### src/hw/rtl/mlsg_pkg.sv
package mlsg_pkg;

    localparam int MAX_ORDER = 15;
    localparam int MIN_ORDER = 3;
    localparam int MAX_BLOCK = 64;
    localparam int ORDER_W   = 4;
    localparam int AMP_W     = 23;
    localparam int SAMPLE_W  = 24;
    localparam int COUNT_W   = 7;
    localparam int TAP_W     = 15;
    localparam int CFG_IDX_W = 2;
    localparam int CFG_DAT_W = 23;

    localparam logic [CFG_IDX_W-1:0] REG_USE_SEQUENCE = 2'd0;
    localparam logic [CFG_IDX_W-1:0] REG_SEQ_ORDER    = 2'd1;
    localparam logic [CFG_IDX_W-1:0] REG_AMPLITUDE    = 2'd2;

    localparam logic [ORDER_W-1:0] RESET_ORDER     = 4'd15;
    localparam logic [AMP_W-1:0]   RESET_AMPLITUDE = 23'h7FFFFF;

    typedef struct packed {
        logic               use_sequence;
        logic [ORDER_W-1:0] seq_order;
        logic [AMP_W-1:0]   amplitude;
    } cfg_t;

    typedef struct packed {
        logic signed [SAMPLE_W-1:0] sample;
        logic                       active;
    } sample_t;

    // Primitive feedback taps for each LFSR order; orders below three are unused.
    function automatic logic [TAP_W-1:0] tap_mask(input logic [ORDER_W-1:0] order);
        logic [TAP_W-1:0] taps;
        begin
            unique case (order)
                4'd3:    taps = 15'h0005;
                4'd4:    taps = 15'h0009;
                4'd5:    taps = 15'h0012;
                4'd6:    taps = 15'h0021;
                4'd7:    taps = 15'h0041;
                4'd8:    taps = 15'h008E;
                4'd9:    taps = 15'h0108;
                4'd10:   taps = 15'h0204;
                4'd11:   taps = 15'h0402;
                4'd12:   taps = 15'h0829;
                4'd13:   taps = 15'h100D;
                4'd14:   taps = 15'h2015;
                4'd15:   taps = 15'h6000;
                default: taps = '0;
            endcase
            return taps;
        end
    endfunction

endpackage

### src/hw/rtl/mls_impulse_test_signal_generator.sv
// Channel  | Handshake                       | Payload
// ---------+---------------------------------+----------------------------------
// request  | req_valid / req_stall           | restart, sample_count
// samples  | smp_valid / smp_stall           | sample, active, last
// config   | cfg_valid / cfg_ready (always 1)| cfg_index, cfg_data
//
// A request of count c (capped at MaxBlock) produces c samples, one per clock while
// the sample side takes them; a count of zero produces no samples.
// The next request is taken in the cycle that produces the last sample.
// Reset loads the register defaults and an all-ones LFSR at order 15.
// A stall on a valid sample holds the output register and stops the LFSR.
module mls_impulse_test_signal_generator #(
    parameter int MaxOrder = mlsg_pkg::MAX_ORDER,
    parameter int MaxBlock = mlsg_pkg::MAX_BLOCK
) (
    input  logic                                    clk,
    input  logic                                    rst_n,
    input  logic                                    req_valid,
    output logic                                    req_stall,
    input  logic                                    restart,
    input  logic [mlsg_pkg::COUNT_W-1:0]            sample_count,
    output logic                                    smp_valid,
    input  logic                                    smp_stall,
    output logic signed [mlsg_pkg::SAMPLE_W-1:0]    sample,
    output logic                                    active,
    output logic                                    last,
    input  logic                                    cfg_valid,
    output logic                                    cfg_ready,
    input  logic [mlsg_pkg::CFG_IDX_W-1:0]          cfg_index,
    input  logic [mlsg_pkg::CFG_DAT_W-1:0]          cfg_data
);

    localparam int CntW = $clog2(MaxBlock + 1);
    localparam int CmpW = (CntW > mlsg_pkg::COUNT_W) ? CntW : mlsg_pkg::COUNT_W;

    mlsg_pkg::cfg_t      cfg_reg;
    logic [MaxOrder-1:0] lfsr_reg;
    logic [MaxOrder-1:0] lfsr_next;
    logic [MaxOrder-1:0] sample_index_reg;
    logic [MaxOrder-1:0] sample_index_next;
    logic                impulse_done_reg;
    logic                impulse_done_next;
    logic [CntW-1:0]     remain_reg;
    logic [CntW-1:0]     remain_next;
    logic                smp_valid_reg;
    logic                smp_valid_next;
    logic signed [mlsg_pkg::SAMPLE_W-1:0] sample_reg;
    logic                active_reg;
    logic                last_reg;

    logic [MaxOrder-1:0] order_mask;
    logic [MaxOrder-1:0] lfsr_step;
    logic [MaxOrder-1:0] sample_index_step;
    logic                impulse_done_step;
    mlsg_pkg::sample_t   step_result;

    logic                busy;
    logic                gen;
    logic                final_gen;
    logic                req_take;
    logic [CmpW-1:0]     count_ext;
    logic [CntW-1:0]     count_sat;

    mlsg_step #(
        .MaxOrder (MaxOrder)
    ) u_step (
        .cfg               (cfg_reg),
        .lfsr              (lfsr_reg),
        .sample_index      (sample_index_reg),
        .impulse_done      (impulse_done_reg),
        .order_mask        (order_mask),
        .lfsr_step         (lfsr_step),
        .sample_index_step (sample_index_step),
        .impulse_done_step (impulse_done_step),
        .result            (step_result)
    );

    assign busy      = (remain_reg != '0);
    assign gen       = busy && (!smp_valid_reg || !smp_stall);
    assign final_gen = gen && (remain_reg == CntW'(1));
    assign req_stall = busy && !final_gen;
    assign req_take  = req_valid && !req_stall;
    assign cfg_ready = 1'b1;

    assign count_ext = CmpW'(sample_count);
    assign count_sat = (count_ext > CmpW'(MaxBlock)) ? CntW'(MaxBlock) : CntW'(count_ext);

    always_comb
    begin
        lfsr_next         = lfsr_reg;
        sample_index_next = sample_index_reg;
        impulse_done_next = impulse_done_reg;
        if (gen)
        begin
            lfsr_next         = lfsr_step;
            sample_index_next = sample_index_step;
            impulse_done_next = impulse_done_step;
        end
        // A restart applies after the previous request's final sample.
        if (req_take && restart)
        begin
            lfsr_next         = order_mask;
            sample_index_next = '0;
            impulse_done_next = 1'b0;
        end
    end

    always_comb
    begin
        remain_next = remain_reg;
        if (req_take)
        begin
            remain_next = count_sat;
        end
        else if (gen)
        begin
            remain_next = remain_reg - 1'b1;
        end
    end

    always_comb
    begin
        smp_valid_next = smp_valid_reg;
        if (gen)
        begin
            smp_valid_next = 1'b1;
        end
        else if (!smp_stall)
        begin
            smp_valid_next = 1'b0;
        end
    end

    always_ff @(posedge clk or negedge rst_n)
    begin
        if (!rst_n)
        begin
            cfg_reg.use_sequence <= 1'b0;
            cfg_reg.seq_order    <= mlsg_pkg::RESET_ORDER;
            cfg_reg.amplitude    <= mlsg_pkg::RESET_AMPLITUDE;
            lfsr_reg             <= '1;
            sample_index_reg     <= '0;
            impulse_done_reg     <= 1'b0;
            remain_reg           <= '0;
            smp_valid_reg        <= 1'b0;
        end
        else
        begin
            if (cfg_valid && cfg_ready)
            begin
                unique case (cfg_index)
                    mlsg_pkg::REG_USE_SEQUENCE: cfg_reg.use_sequence <= cfg_data[0];
                    mlsg_pkg::REG_SEQ_ORDER:
                        cfg_reg.seq_order <= cfg_data[mlsg_pkg::ORDER_W-1:0];
                    mlsg_pkg::REG_AMPLITUDE:
                        cfg_reg.amplitude <= cfg_data[mlsg_pkg::AMP_W-1:0];
                    default: ;
                endcase
            end
            lfsr_reg         <= lfsr_next;
            sample_index_reg <= sample_index_next;
            impulse_done_reg <= impulse_done_next;
            remain_reg       <= remain_next;
            smp_valid_reg    <= smp_valid_next;
        end
    end

    always_ff @(posedge clk)
    begin
        if (gen)
        begin
            sample_reg <= step_result.sample;
            active_reg <= step_result.active;
            last_reg   <= final_gen;
        end
    end

    assign smp_valid = smp_valid_reg;
    assign sample    = sample_reg;
    assign active    = active_reg;
    assign last      = last_reg;

endmodule

### src/hw/rtl/mlsg_step.sv
module mlsg_step #(
    parameter int MaxOrder = mlsg_pkg::MAX_ORDER
) (
    input  mlsg_pkg::cfg_t       cfg,
    input  logic [MaxOrder-1:0]  lfsr,
    input  logic [MaxOrder-1:0]  sample_index,
    input  logic                 impulse_done,
    output logic [MaxOrder-1:0]  order_mask,
    output logic [MaxOrder-1:0]  lfsr_step,
    output logic [MaxOrder-1:0]  sample_index_step,
    output logic                 impulse_done_step,
    output mlsg_pkg::sample_t    result
);

    logic [mlsg_pkg::ORDER_W-1:0]  order_eff;
    logic [mlsg_pkg::TAP_W-1:0]    taps_full;
    logic [MaxOrder-1:0]           taps;
    logic [MaxOrder-1:0]           state;
    logic                          feedback;
    logic signed [mlsg_pkg::SAMPLE_W-1:0] pos_amp;
    logic signed [mlsg_pkg::SAMPLE_W-1:0] neg_amp;

    always_comb
    begin
        order_eff = cfg.seq_order;
        if (cfg.seq_order < mlsg_pkg::ORDER_W'(mlsg_pkg::MIN_ORDER))
        begin
            order_eff = mlsg_pkg::ORDER_W'(mlsg_pkg::MIN_ORDER);
        end
        else if (cfg.seq_order > mlsg_pkg::ORDER_W'(MaxOrder))
        begin
            order_eff = mlsg_pkg::ORDER_W'(MaxOrder);
        end
    end

    always_comb
    begin
        for (int i = 0; i < MaxOrder; i++)
        begin
            order_mask[i] = (i < int'(order_eff));
        end
    end

    assign taps_full = mlsg_pkg::tap_mask(order_eff);
    assign taps      = taps_full[MaxOrder-1:0];
    assign state     = lfsr & order_mask;
    assign feedback  = ^(state & taps);
    assign pos_amp   = {1'b0, cfg.amplitude};
    assign neg_amp   = -pos_amp;

    always_comb
    begin
        lfsr_step         = lfsr;
        sample_index_step = sample_index;
        impulse_done_step = impulse_done;
        result.sample     = '0;
        result.active     = 1'b0;
        if (cfg.use_sequence)
        begin
            // The sequence length equals the order mask, 2^n - 1.
            if (sample_index < order_mask)
            begin
                result.sample     = state[0] ? pos_amp : neg_amp;
                result.active     = 1'b1;
                lfsr_step         = {state[MaxOrder-2:0], feedback} & order_mask;
                sample_index_step = sample_index + 1'b1;
            end
        end
        else if (!impulse_done)
        begin
            result.sample     = pos_amp;
            result.active     = 1'b1;
            impulse_done_step = 1'b1;
        end
    end

endmodule

### config.mk
export PLATFORM = sky130hd
export DESIGN_NAME = mls_impulse_test_signal_generator
export DESIGN_NICKNAME = d
export VERILOG_FILES = /design/src/hw/rtl/mlsg_pkg.sv /design/src/hw/rtl/mls_impulse_test_signal_generator.sv /design/src/hw/rtl/mlsg_step.sv
export SDC_FILE = /design/constraint.sdc
export NUM_CORES = 1
export LEC_CHECK = 0
export ABC_CLOCK_PERIOD_IN_PS = 3700
export BUFFER_PORTS_ARGS = -buffer_cell sky130_fd_sc_hd__buf_2
export CAP_MARGIN = 20
export CELL_PAD_IN_SITES_DETAIL_PLACEMENT = 1
export CELL_PAD_IN_SITES_GLOBAL_PLACEMENT = 1
export CORE_ASPECT_RATIO = 0.8
export CORE_UTILIZATION = 35
export DETAILED_ROUTE_END_ITERATION = 10
export PLACE_DENSITY = 0.66
export REMOVE_ABC_BUFFERS = 1
export SYNTH_ARGS = -nofsm -noshare
export SYNTH_HDL_FRONTEND = slang
export SYNTH_SLANG_ARGS = --single-unit
### constraint.sdc
create_clock -name clk -period 3.7 [get_ports clk]
set_input_delay 0.37 -clock clk [delete_from_list [all_inputs] [get_ports clk]]
set_output_delay 0.37 -clock clk [all_outputs]
set_load 0.01 [all_outputs]
# After elaboration in Yosys (flattened, before gate mapping)
# Memory sizes are Yosys's and may differ from the RTL's.
# Index checks and enable logic that the tools add are counted.
# op_classes
n_lt_le_gt_ge	19
n_mux	22
reduce_logical	22
n_mul	0
shifts	0
div	0
eq_ne	5
n_bitwise	3
addsub	3
# op_table
op	n
15-bit two-way mux	8
25-bit two-way mux	2
24-bit two-way mux	2
15-bit bitwise AND	3
4-bit less-than comparator (first input constant)	7
23-bit negator with 24-bit output	1
7-bit two-way mux	3
3-bit by 4-bit less-than comparator with 1-bit output (first input constant)	4
15-bit by 1-bit adder with 15-bit output (second input constant)	1
15-bit less-than comparator	1
15-bit XOR reduction	1
1-bit by 4-bit less-than comparator with 1-bit output (first input constant)	2
2-bit by 4-bit less-than comparator with 1-bit output (first input constant)	2
4-bit two-way mux	2
2-bit AND reduction	4
2-bit nonzero test	4
7-bit by 1-bit equality test with 1-bit output (second input constant)	1
7-bit > comparator (second input constant)	1
7-bit nonzero test	1
7-bit by 1-bit subtractor with 7-bit output (second input constant)	1
1-bit logical AND	5
1-bit two-way mux	5
4-bit > comparator (second input constant)	1
1-bit logical NOT	4
7 further kinds	8
# totals
mem_bits_ro	240
output_inout_bits	29
wordCells	86
regBits	93
n_memories	1
mem_bits_rw	0
inputBits	38
latch_bits	0
# memory_table
name	words	width	rd	rd_ports_with_merged_regs	wr	line_no	rtl
(name not given)	16	15	1	0	0	mlsg_pkg.sv:36	unique case (order)

# Logic depth before layout (Yosys ltp)
# Gate-level depths: netlist of run 1.
# logic_depth
depth_word	12
mapped_depth	17
depth_no_buf	14

# Modules after synthesis
# Synthesis of run 1 repeated with hierarchy kept, for this count alone.
# unflattened
hier_cells	615
area_unflattened_um2	5858.1
# by_module_without_submodules
module	seq_area_each_um2	area_per_inst_um2	cells_per_inst	instances
mls_impulse_test_signal_generator	2509.9	3742.3	268	1
mlsg_step	0.0	2115.8	347	1

# Least setup slack after synthesis of run 1
# Ideal clock, no wire load.
# synth_path
path_type	register -> register
startpoint	register cfg_reg[25] (netlist name)
endpoint	register sample_index_reg[12]
n_path_buf	2
stages_incl_launch_ff	17
period_less_slack_ns	3.767
setup_time_ns	0.118
required_time_ns	3.582
arrival_ns	3.649
setup_slack_ns	-0.067
cell_sequence	dfstp_2 > buf_2 > clkbuf_1 > nor2_1 > or2_2 > inv_1 > ha_1 > inv_1 > o21ai_0 > ha_1 > a21oi_1 > o21ai_0 > a211oi_2 > nand3_2 > nor4_1 > nor3b_1 > a21o_1
# synth_via
elab_chain_len	7
word_cells_on_any_way	22
classes_between	order compare (18); mux (2); reduce/logical (2)
# synth_rtl
element	line_no	rtl
start: declaration	mls_impulse_test_signal_generator.sv:36	mlsg_pkg::cfg_t cfg_reg;
4-bit > comparator	mlsg_step.sv:30	else if (cfg.seq_order > mlsg_pkg::ORDER_W'(MaxOrder))
4-bit two-way mux	mlsg_step.sv:30	
4-bit two-way mux *	mlsg_step.sv:26	if (cfg.seq_order < mlsg_pkg::ORDER_W'(mlsg_pkg::MIN_ORDER))
1-bit by 4-bit less-than comparator with 1-bit output (tied with other cells)	mlsg_step.sv:40	order_mask[i] = (i < int'(order_eff));
15-bit less-than comparator *	mlsg_step.sv:61	if (sample_index < order_mask)
2-bit nonzero test (no source line) *	-	
3-bit AND reduction (no source line) *	-	
end signal: assignment	mls_impulse_test_signal_generator.sv:161	sample_index_reg <= sample_index_next;
end: declaration	mls_impulse_test_signal_generator.sv:39	logic [MaxOrder-1:0] sample_index_reg;
# Every way passes the cells marked *; elsewhere a longest branch is shown, timed or not.
# A chain may end at the register's enable or synchronous reset.

# Worst setup path in the final report of run 1
# layout_path
startpoint	register cfg_reg[25] (netlist name)
endpoint	register lfsr_reg[14]
# layout_via
elab_chain_len	10
word_cells_on_any_way	28
classes_between	order compare (18); mux (6); bitwise (2); reduce/logical (2)
# layout_rtl
element	line_no	rtl
4-bit > comparator	mlsg_step.sv:30	
4-bit two-way mux	mlsg_step.sv:30	
4-bit two-way mux *	mlsg_step.sv:26	
branches (longest 7 deep; another with 15-bit less-than comparator)	-	
end signal: assignment	mls_impulse_test_signal_generator.sv:160	lfsr_reg <= lfsr_next;
end: declaration	mls_impulse_test_signal_generator.sv:37	logic [MaxOrder-1:0] lfsr_reg;
# Every way passes the cells marked *. The select of a mux whose other input is x is not followed.

==> key figures, run 1 <==
Clock network
  – Max Root-Sink Buffers: 2
  – Clk sinks: 93
  – Clock transition at path regs: around 70 ps
  – Hold-fix buffers, CTS: 0
  – Worst-Skew Late Latency: 360 ps
  – Root Buffer: clkbuf_16
  – TritonCTS Buffers: 9
  – Max H-tree Level: 3
  – CTS tree: yes

Pwr
  – Internal power: 0.00254 W
  – Pwr Total: 0.00404 W
  – Seq pwr share: 41.5%
  – Max IR drop VDD: around 260 uV
  – Net Switching: between 0.0015 and 0.002 W
  – Switch share: 37.1%
  – Cell area power density: about 630 nW/um2
  – Logic gate share of total power: roughly a third
  – Clock power share: 23.2%
  – Lkg Pwr: 2.60 nW

Setup path
  – CP Cell Sequence: nor2_1 -> or2_2 -> inv_1 -> ha_1 -> inv_1 -> o21ai_1 -> ha_1 -> a21oi_1 -> o21ai_0 -> a211oi_2 -> buf_4 -> nand2_2 -> nor2_2 -> buf_4 -> a41oi_1 -> o21ai_0
  – R2r setup slk: 240 ps
  – Setup Crit Path Kind: flip-flop to flip-flop
  – R2R cell count: 16
  – Buffers & Inverters on Critical Path: 4
  – Crit-path max cell delay: 600 ps
  – Critical Path Start: cfg_reg[25]$_DFFE_PN1P_
  – Crit path capture type: flip-flop
  – WP data arrival: 3730 ps
  – Largest delay contributor family on the critical path: compound AO/OA/AOI/OAI gates
  – RR Endpoint: lfsr_reg[14]$_DFFE_PN1P_
  – Setup crit start kind: flip-flop
  – Worst setup path end: lfsr_reg[14]$_DFFE_PN1P_
  – Stages on the worst setup path: 16
  – Required time at the worst-slack endpoint: 3970 ps
  – Crit-path slowest cell: dfstp_2
  – Critical path peak fanout: 16
  – Worst reg2reg startpoint: cfg_reg[25]$_DFFE_PN1P_

STA
  – # setup viols final: 0
  – Sum Neg Setup Slack: 0 ps
  – F_max: 0.289 GHz
  – Minimum clock period: 3460 ps
  – Final hold violations: 0
  – Fin. max-slew vios: 0
  – Clock skew: 4.08 ps
  – Fin crit share: 93.6%
  – Final setup margin: approximately 240 ps
  – Slew @ Worst Pin: around 850 ps
  – Slew HR: a little over two fifths

Drt
  – Vias/cell: 5.24
  – Antenna viol nets, final: 0
  – Drt pass-1 iters: 4
  – DR vias: between 4000 and 5000
  – DRT Wirelength: 15100 um
  – DR WL/cell: 17.9 um
  – Drc violations: 0
  – Starting DRT DRC Count: 138

Placed design
  – Pre-CTS WS: ~0.36 ps
  – Detail Placement HPWL: 10900 um
  – GP Congestion: between 0.8 and 0.9
  – I/O Buffers: 65
  – Dpl cell area: approximately 6000 um2
  – Placed cells: slightly above 800

Finish
  – Layout cells sized above 1: roughly a third
  – Design Area, Final: ~6400 um2
  – Nets: 688
  – Fin cells: 842
  – Most common cell after layout, fill and taps aside: buf_2
  – Max FFs per register: 28
  – Diodes inserted: 0
  – Area growth syn-to-layout: 17.6%
  – Commonest non-fill, non-tap cells in the layout: buf_2, nand2_1, o21ai_0

Synth
  – Post-Synthesis Cells: 553
  – Synthesized cell area: 5430 um2
  – Number of flops mapped to enable cells by yosys: 26
  – Top_reg_cell synth: dfstp_2
  – Post-synth ARST share: 72.0%
  – Syn_area_per_cell: 9.81 um2
  – Post-synthesis sequential area ratio: 46.3%
  – Yosys Warn Count: 0
  – Library cells used by synthesis: 66
  – Register bit total from synthesis: 93

Die
  – Die X: 141 um
  – # IOs: 67
  – DIE AREA: 16000 um2
  – Core Region: 15100 um2
  – Starting density of the core: 36.0%
  – Row count: 40
  – Die height: 113 um

Global route
  – Global route overflow: 0
  – Initial antenna violation count: 0
  – First-pass GRT wire length: 25200 um
  – Vias in the first global route: approximately 4800
  – Largest net degree at the start of global routing: 35
  – GRT Resource Usage Total: 20.3%

Min path
  – Min-Delay Path Class: input pin to asynchronous set/reset pin

Flow run
  – MaxCap Viol Count: 0

Run status
  – Outcome: complete, no violations
per-layer routing:
layer / vias to the layer above / track usage, % / share of wire, %
met3: 13 / 3.69 / 3.2
met4: 0 / 6.38 / 1.3
met2: 62 / 33.0 / 47
met1: 2206 / 27.4 / 49
li1: 2134 / - / -
met5: - / 0 / 0
through the flow:
| step | util, % | hold WS (ps) |
|---|---|---|
| 5_1_grt | 42.4 | 180 |
| 6_report | 42.4 | 132 |
| 2_1_floorplan | - | 74.4 |
| 3_3_place_gp | 40.0 | 456 |
| 3_5_place_dp | 40.0 | 470 |
| 4_1_cts | 41.9 | 149 |
timing repair:
action,4_1_cts,5_1_grt
cloned,0,0
setup endpoints to repair,1,54
pin swaps,0,2
resized for setup,1,7
buffers inserted,0,4
final cells by class:
| type | count | area, um2 |
|---|---|---|
| Fill cell | 1736 | 8680 |
| Multi-Input combinational cell | 409 | 2710 |
| Sequential cell | 93 | 2510 |
| Timing Repair Buffer | 88 | 514 |
| Tap cell | 210 | 263 |
| Clock buffer | 9 | 225 |
| Inverter | 26 | 97.6 |
| Clock inverter | 7 | 65.1 |
logic make-up (layout without fill, tap and decap cells):
kind of cell             Yosys count  in the layout  synth area share [%]
flip-flops                        93             93                  46.3
AND/OR/NAND/NOR                  186            186                  17.8
buffers and inverters             51            130                  4.33
XOR/XNOR                          21             21                  3.53
multiplexers                      29             29                  5.99
other                              2              2                 0.138
AO/OA/AOI/OAI                    148            148                  16.7
adder cells (fa/ha/maj)           23             23                  5.30
synthesized netlist by cell type, drive strengths merged (2+ instances only):
library cell | instances | area share (%)
a211oi | 3 | 0.51
a21o | 6 | 0.83
a21oi | 44 | 4.3
a22o | 3 | 0.48
a22oi | 2 | 0.28
a31oi | 9 | 1.0
a32oi | 2 | 0.32
a41oi | 4 | 0.65
and2 | 4 | 0.51
and3 | 5 | 0.58
and3b | 2 | 0.32
buf | 13 | 1.7
clkbuf | 12 | 0.83
conb | 2 | 0.14
dfrtp | 25 | 12
dfstp | 42 | 20
edfxtp | 26 | 14
ha | 23 | 5.3
inv | 26 | 1.8
mux2 | 28 | 5.8
nand2 | 61 | 4.4
nand2b | 2 | 0.23
nand3 | 18 | 1.8
nand3b | 5 | 0.69
nand4 | 5 | 0.58
nor2 | 40 | 2.9
nor2b | 3 | 0.35
nor3 | 19 | 2.2
nor3b | 3 | 0.42
nor4 | 6 | 1.0
o2111ai | 3 | 0.60
o21ai | 58 | 5.3
o31ai | 7 | 1.2
o41ai | 2 | 0.32
or2 | 3 | 0.35
or3 | 4 | 0.46
xnor2 | 16 | 2.7
xor2 | 5 | 0.81
worst min-delay path by stage:
stage                           endpoint                       from  slack (ps)
6_report         cfg_reg[27]$_DFFE_PN0P_                      rst_n         130
5_1_grt          cfg_reg[27]$_DFFE_PN0P_                      rst_n         180
3_3_place_gp   remain_reg[6]$_DFFE_PN0P_  remain_reg[6]$_DFFE_PN0P_         460
2_1_floorplan    cfg_reg[27]$_DFFE_PN0P_                      rst_n          70
4_1_cts          cfg_reg[27]$_DFFE_PN0P_                      rst_n         150
3_5_place_dp   remain_reg[6]$_DFFE_PN0P_  remain_reg[6]$_DFFE_PN0P_         470
power groups by stage:
stage / Clock [W] / Sequential (W) / Combinational [W]
2_1_floorplan: 0 / 0.00168 / 0.000853
3_3_place_gp: 0 / 0.00168 / 0.00132
3_5_place_dp: 0 / 0.00169 / 0.00138
4_1_cts: 0.000962 / 0.00168 / 0.00139
5_1_grt: 0.000995 / 0.00172 / 0.00159
6_report: 0.000938 / 0.00168 / 0.00142
Power figures use the tool's default switching activity.
==> inputs of run 2 (changes only) <==
--- a/config.mk
+++ b/config.mk
@@ -11,9 +11,9 @@
 export CELL_PAD_IN_SITES_DETAIL_PLACEMENT = 1
 export CELL_PAD_IN_SITES_GLOBAL_PLACEMENT = 1
 export CORE_ASPECT_RATIO = 0.8
-export CORE_UTILIZATION = 35
+export CORE_UTILIZATION = 41
 export DETAILED_ROUTE_END_ITERATION = 10
-export PLACE_DENSITY = 0.66
+export PLACE_DENSITY = 0.75
 export REMOVE_ABC_BUFFERS = 1
 export SYNTH_ARGS = -nofsm -noshare
 export SYNTH_HDL_FRONTEND = slang
==> constraint.sdc (replaced) <==
create_clock -name clk -period 3.7 [get_ports clk]
set_input_delay 0.37 -clock clk [delete_from_list [all_inputs] [get_ports clk]]
set_output_delay 0.37 -clock clk [all_outputs]
set_load 0.005 [all_outputs]
==> run 2 against run 1 <==
Compared with the run above: global-route usage up 3.5 points; critical path depth decreased by 2; flip-flop and latch count did not move; sequential share of layout area grew 0.33 points; critical endpoint is now sample[6]$_DFFE_PP_.
==> key figures, run 2 (synthesis gave the netlist of run 1 again) <==
Global route
  – First-pass GRT wire length: 24700 um (-1.9%)
  – GRT Resource Usage Total: 23.8% (+3.5 points)
  – Initial antenna violation count: 0 (unchanged)
  – Largest net degree at the start of global routing: 37 (+5.7%)
  – Global route overflow: 0 (unchanged)
  – Busiest metal layer after global routing: met2
  – Met3 Usage GRT: 5.53% (+1.8 points)
  – Met1 Resource Use GR: 31.8% (+4.5 points)
  – Vias in the first global route: 4739 (-0.42%)
  – Grt met2 use: 37.2% (+4.2 points)

Finish
  – # fillers: 1502 (-13%)
  – Design Area, Final: 6330 um2 (-0.84%)
  – Layout cells sized above 1: 31.5% (-0.33 points)
  – Max FFs per register: 28 (unchanged)
  – Commonest non-fill, non-tap cells in the layout: buf_2, nand2_1, o21ai_0
  – Post-layout util: 49.2% (+6.8 points)
  – Diodes inserted: 0 (unchanged)
  – Fin cells: 804 (-4.5%)
  – Most common cell after layout, fill and taps aside: buf_2
  – Area growth syn-to-layout: 16.6%
  – Nets: 685 (-0.44%)

Setup path
  – Worst setup path end: sample[6]$_DFFE_PP_
  – Critical path peak fanout: 23 (+7)
  – Crit-path slowest cell: dfstp_2
  – Setup crit start kind: flip-flop
  – R2R cell count: 14 (-2)
  – Crit path capture type: flip-flop
  – Most used cell, CP: o21ai_0
  – Setup Crit Path Kind: flip-flop to flip-flop
  – Crit-path max cell delay: 550 ps (-50 ps)
  – Required time at the worst-slack endpoint: 3890 ps (-80 ps)
  – RR Endpoint: sample[6]$_DFFE_PP_
  – Worst reg2reg startpoint: cfg_reg[26]$_DFFE_PN1P_
  – CP Cell Sequence: nor2_1 -> or2_2 -> ha_1 -> o21ai_0 -> ha_1 -> a21oi_1 -> o21ai_0 -> a211oi_2 -> buf_4 -> nand2_2 -> buf_12 -> nor2_1 -> nand2_1 -> o21ai_0
  – Critical Path Start: cfg_reg[26]$_DFFE_PN1P_
  – R2r setup slk: 190 ps (-50 ps)
  – WP data arrival: 3700 ps (-30 ps)

Clock network
  – Root Buffer: clkbuf_16
  – Worst-Skew Late Latency: 360 ps (about the same)
  – TritonCTS Buffers: 9 (unchanged)
  – Clock transition at path regs: 70 ps (about the same)
  – Max H-tree Level: 3 (unchanged)
  – Clk sinks: 93 (unchanged)
  – CTS tree: yes
  – Max Root-Sink Buffers: 2 (unchanged)

STA
  – Fin. max-slew vios: 0 (unchanged)
  – Slew HR: 43.7% (+0.81 points)
  – Clock skew: 5.20 ps (+1.12 ps)
  – Final hold violations: 0 (unchanged)
  – # setup viols final: 0 (unchanged)
  – Sum Neg Setup Slack: 0 ps (unchanged)
  – F_max: 0.285 GHz (-1.4%)
  – RSZ-0062 raised after global routing: no
  – Final setup margin: 186 ps (-48.9 ps)
  – Fin crit share: 95.0% (+1.3 points)
  – Slew @ Worst Pin: 844 ps (-9.61 ps)
  – Minimum clock period: 3510 ps (+48.9 ps)

Die
  – Die X: 131 um (-7.5%)
  – DIE AREA: 13700 um2 (-14%)
  – Die height: 105 um (-7.5%)
  – # IOs: 67 (unchanged)
  – Row count: 37 (-7.5%)
  – Starting density of the core: 42.2% (+6.1 points)
  – Core Region: 12900 um2 (-15%)

Pwr
  – Cell area power density: 641 nW/um2 (+1.2%)
  – Max IR drop VDD: 292 uV (+14%)
  – Lkg Pwr: 2.58 nW (-0.49%)

Min path
  – Min-Delay Path Class: input pin to flip-flop

Placed design
  – Pre-CTS WS: 66.8 ps (+66.4 ps)
  – Dpl cell area: 5970 um2 (-0.89%)
  – Detail Placement HPWL: 10800 um (-1.3%)
  – Placed cells: 784 (-4.6%)
  – GP Congestion: 0.838 (+2.5%)
  – I/O Buffers: 65 (unchanged)

Drt
  – Drc violations: 0 (unchanged)
  – DR vias: 4531 (+2.6%)
  – Vias/cell: 5.64 (+7.5%)
  – Antenna viol nets, final: 0 (unchanged)
  – Drt pass-1 iters: 4 (unchanged)
  – Starting DRT DRC Count: 290 (+110%)
  – DR WL/cell: 18.9 um (+5.8%)
  – DRT Wirelength: 15200 um (+1.0%)

Flow run
  – MaxCap Viol Count: 0 (unchanged)

Run status
  – Outcome: complete, no violations
## run 2: cell count changes in the layout (fill, tap and decap cells not counted), sizes merged
cell and change:
buf -4, clkinv -2, clkinvlp +1, dlygate4sd3 +1, inv +1
## run 2: worst min path at each step
stage / slack [ps] / cells after the start / from / to
after detailed placement: 230 / 1 / rst_n / sample_index_reg[13]$_DFFE_PN0P_
after CTS: 210 / 3 / sample_count[4] / remain_reg[4]$_DFFE_PN0P_
after global routing: 240 / 2 / cfg_data[19] / cfg_reg[19]$_DFFE_PN1P_
after floorplan: 70 / 0 / rst_n / cfg_reg[27]$_DFFE_PN0P_
after global placement: 230 / 1 / rst_n / sample_index_reg[13]$_DFFE_PN0P_
final: 210 / 3 / sample_count[4] / remain_reg[4]$_DFFE_PN0P_
## run 2: timing repair
item,CTS,global route
hold buffers,1,0
resized for setup,0,5
buffers inserted,0,3
setup endpoints to repair,0,47
endpoints found under the hold margin,1,0
## run 2: metal layers
layer  vias to the layer above  part of all wire, %
li1                       2135                    -
met1                      2266                   46
met2                       112                   47
met3                        18                  5.0
met4                         0                  1.8
met5                         -                    0
## run 2: metrics by stage
step	total power (W)	hold slack (ps)
global placement	0.00296	235
CTS	0.00403	210
floorplan	0.00249	74.4
global route	0.00430	236
finish	0.00405	213
detailed placement	0.00305	234
## run 2: layout make-up
class / count / area [um2] / area share (%)
Clock buffer: 9 / 225 / 3.56
Clock inverter: 7 / 73.8 / 1.17
Inverter: 26 / 97.6 / 1.54
Multi-Input combinational cell: 409 / 2700 / 42.7
Sequential cell: 93 / 2510 / 39.7
Tap cell: 175 / 219 / 3.46
Timing Repair Buffer: 85 / 503 / 7.95
## run 2: worst max-delay path, delay by kind of cell, from the launching register on
kind / cells / cell delay [ps]
AO/OA/AOI/OAI: 5 / 1000
flip-flops: 1 / 550
buffers and inverters: 2 / 360
AND/OR/NAND/NOR: 5 / 790
adder cells (fa/ha/maj): 2 / 630
## run 2: report_power, final
| part | internal, W | total (W) | switching [W] |
|---|---|---|---|
| Sequential | 0.00144 | 0.00168 | 0.000241 |
| Combinational | 0.000584 | 0.00142 | 0.000834 |
| Clock | 0.000528 | 0.000957 | 0.000430 |
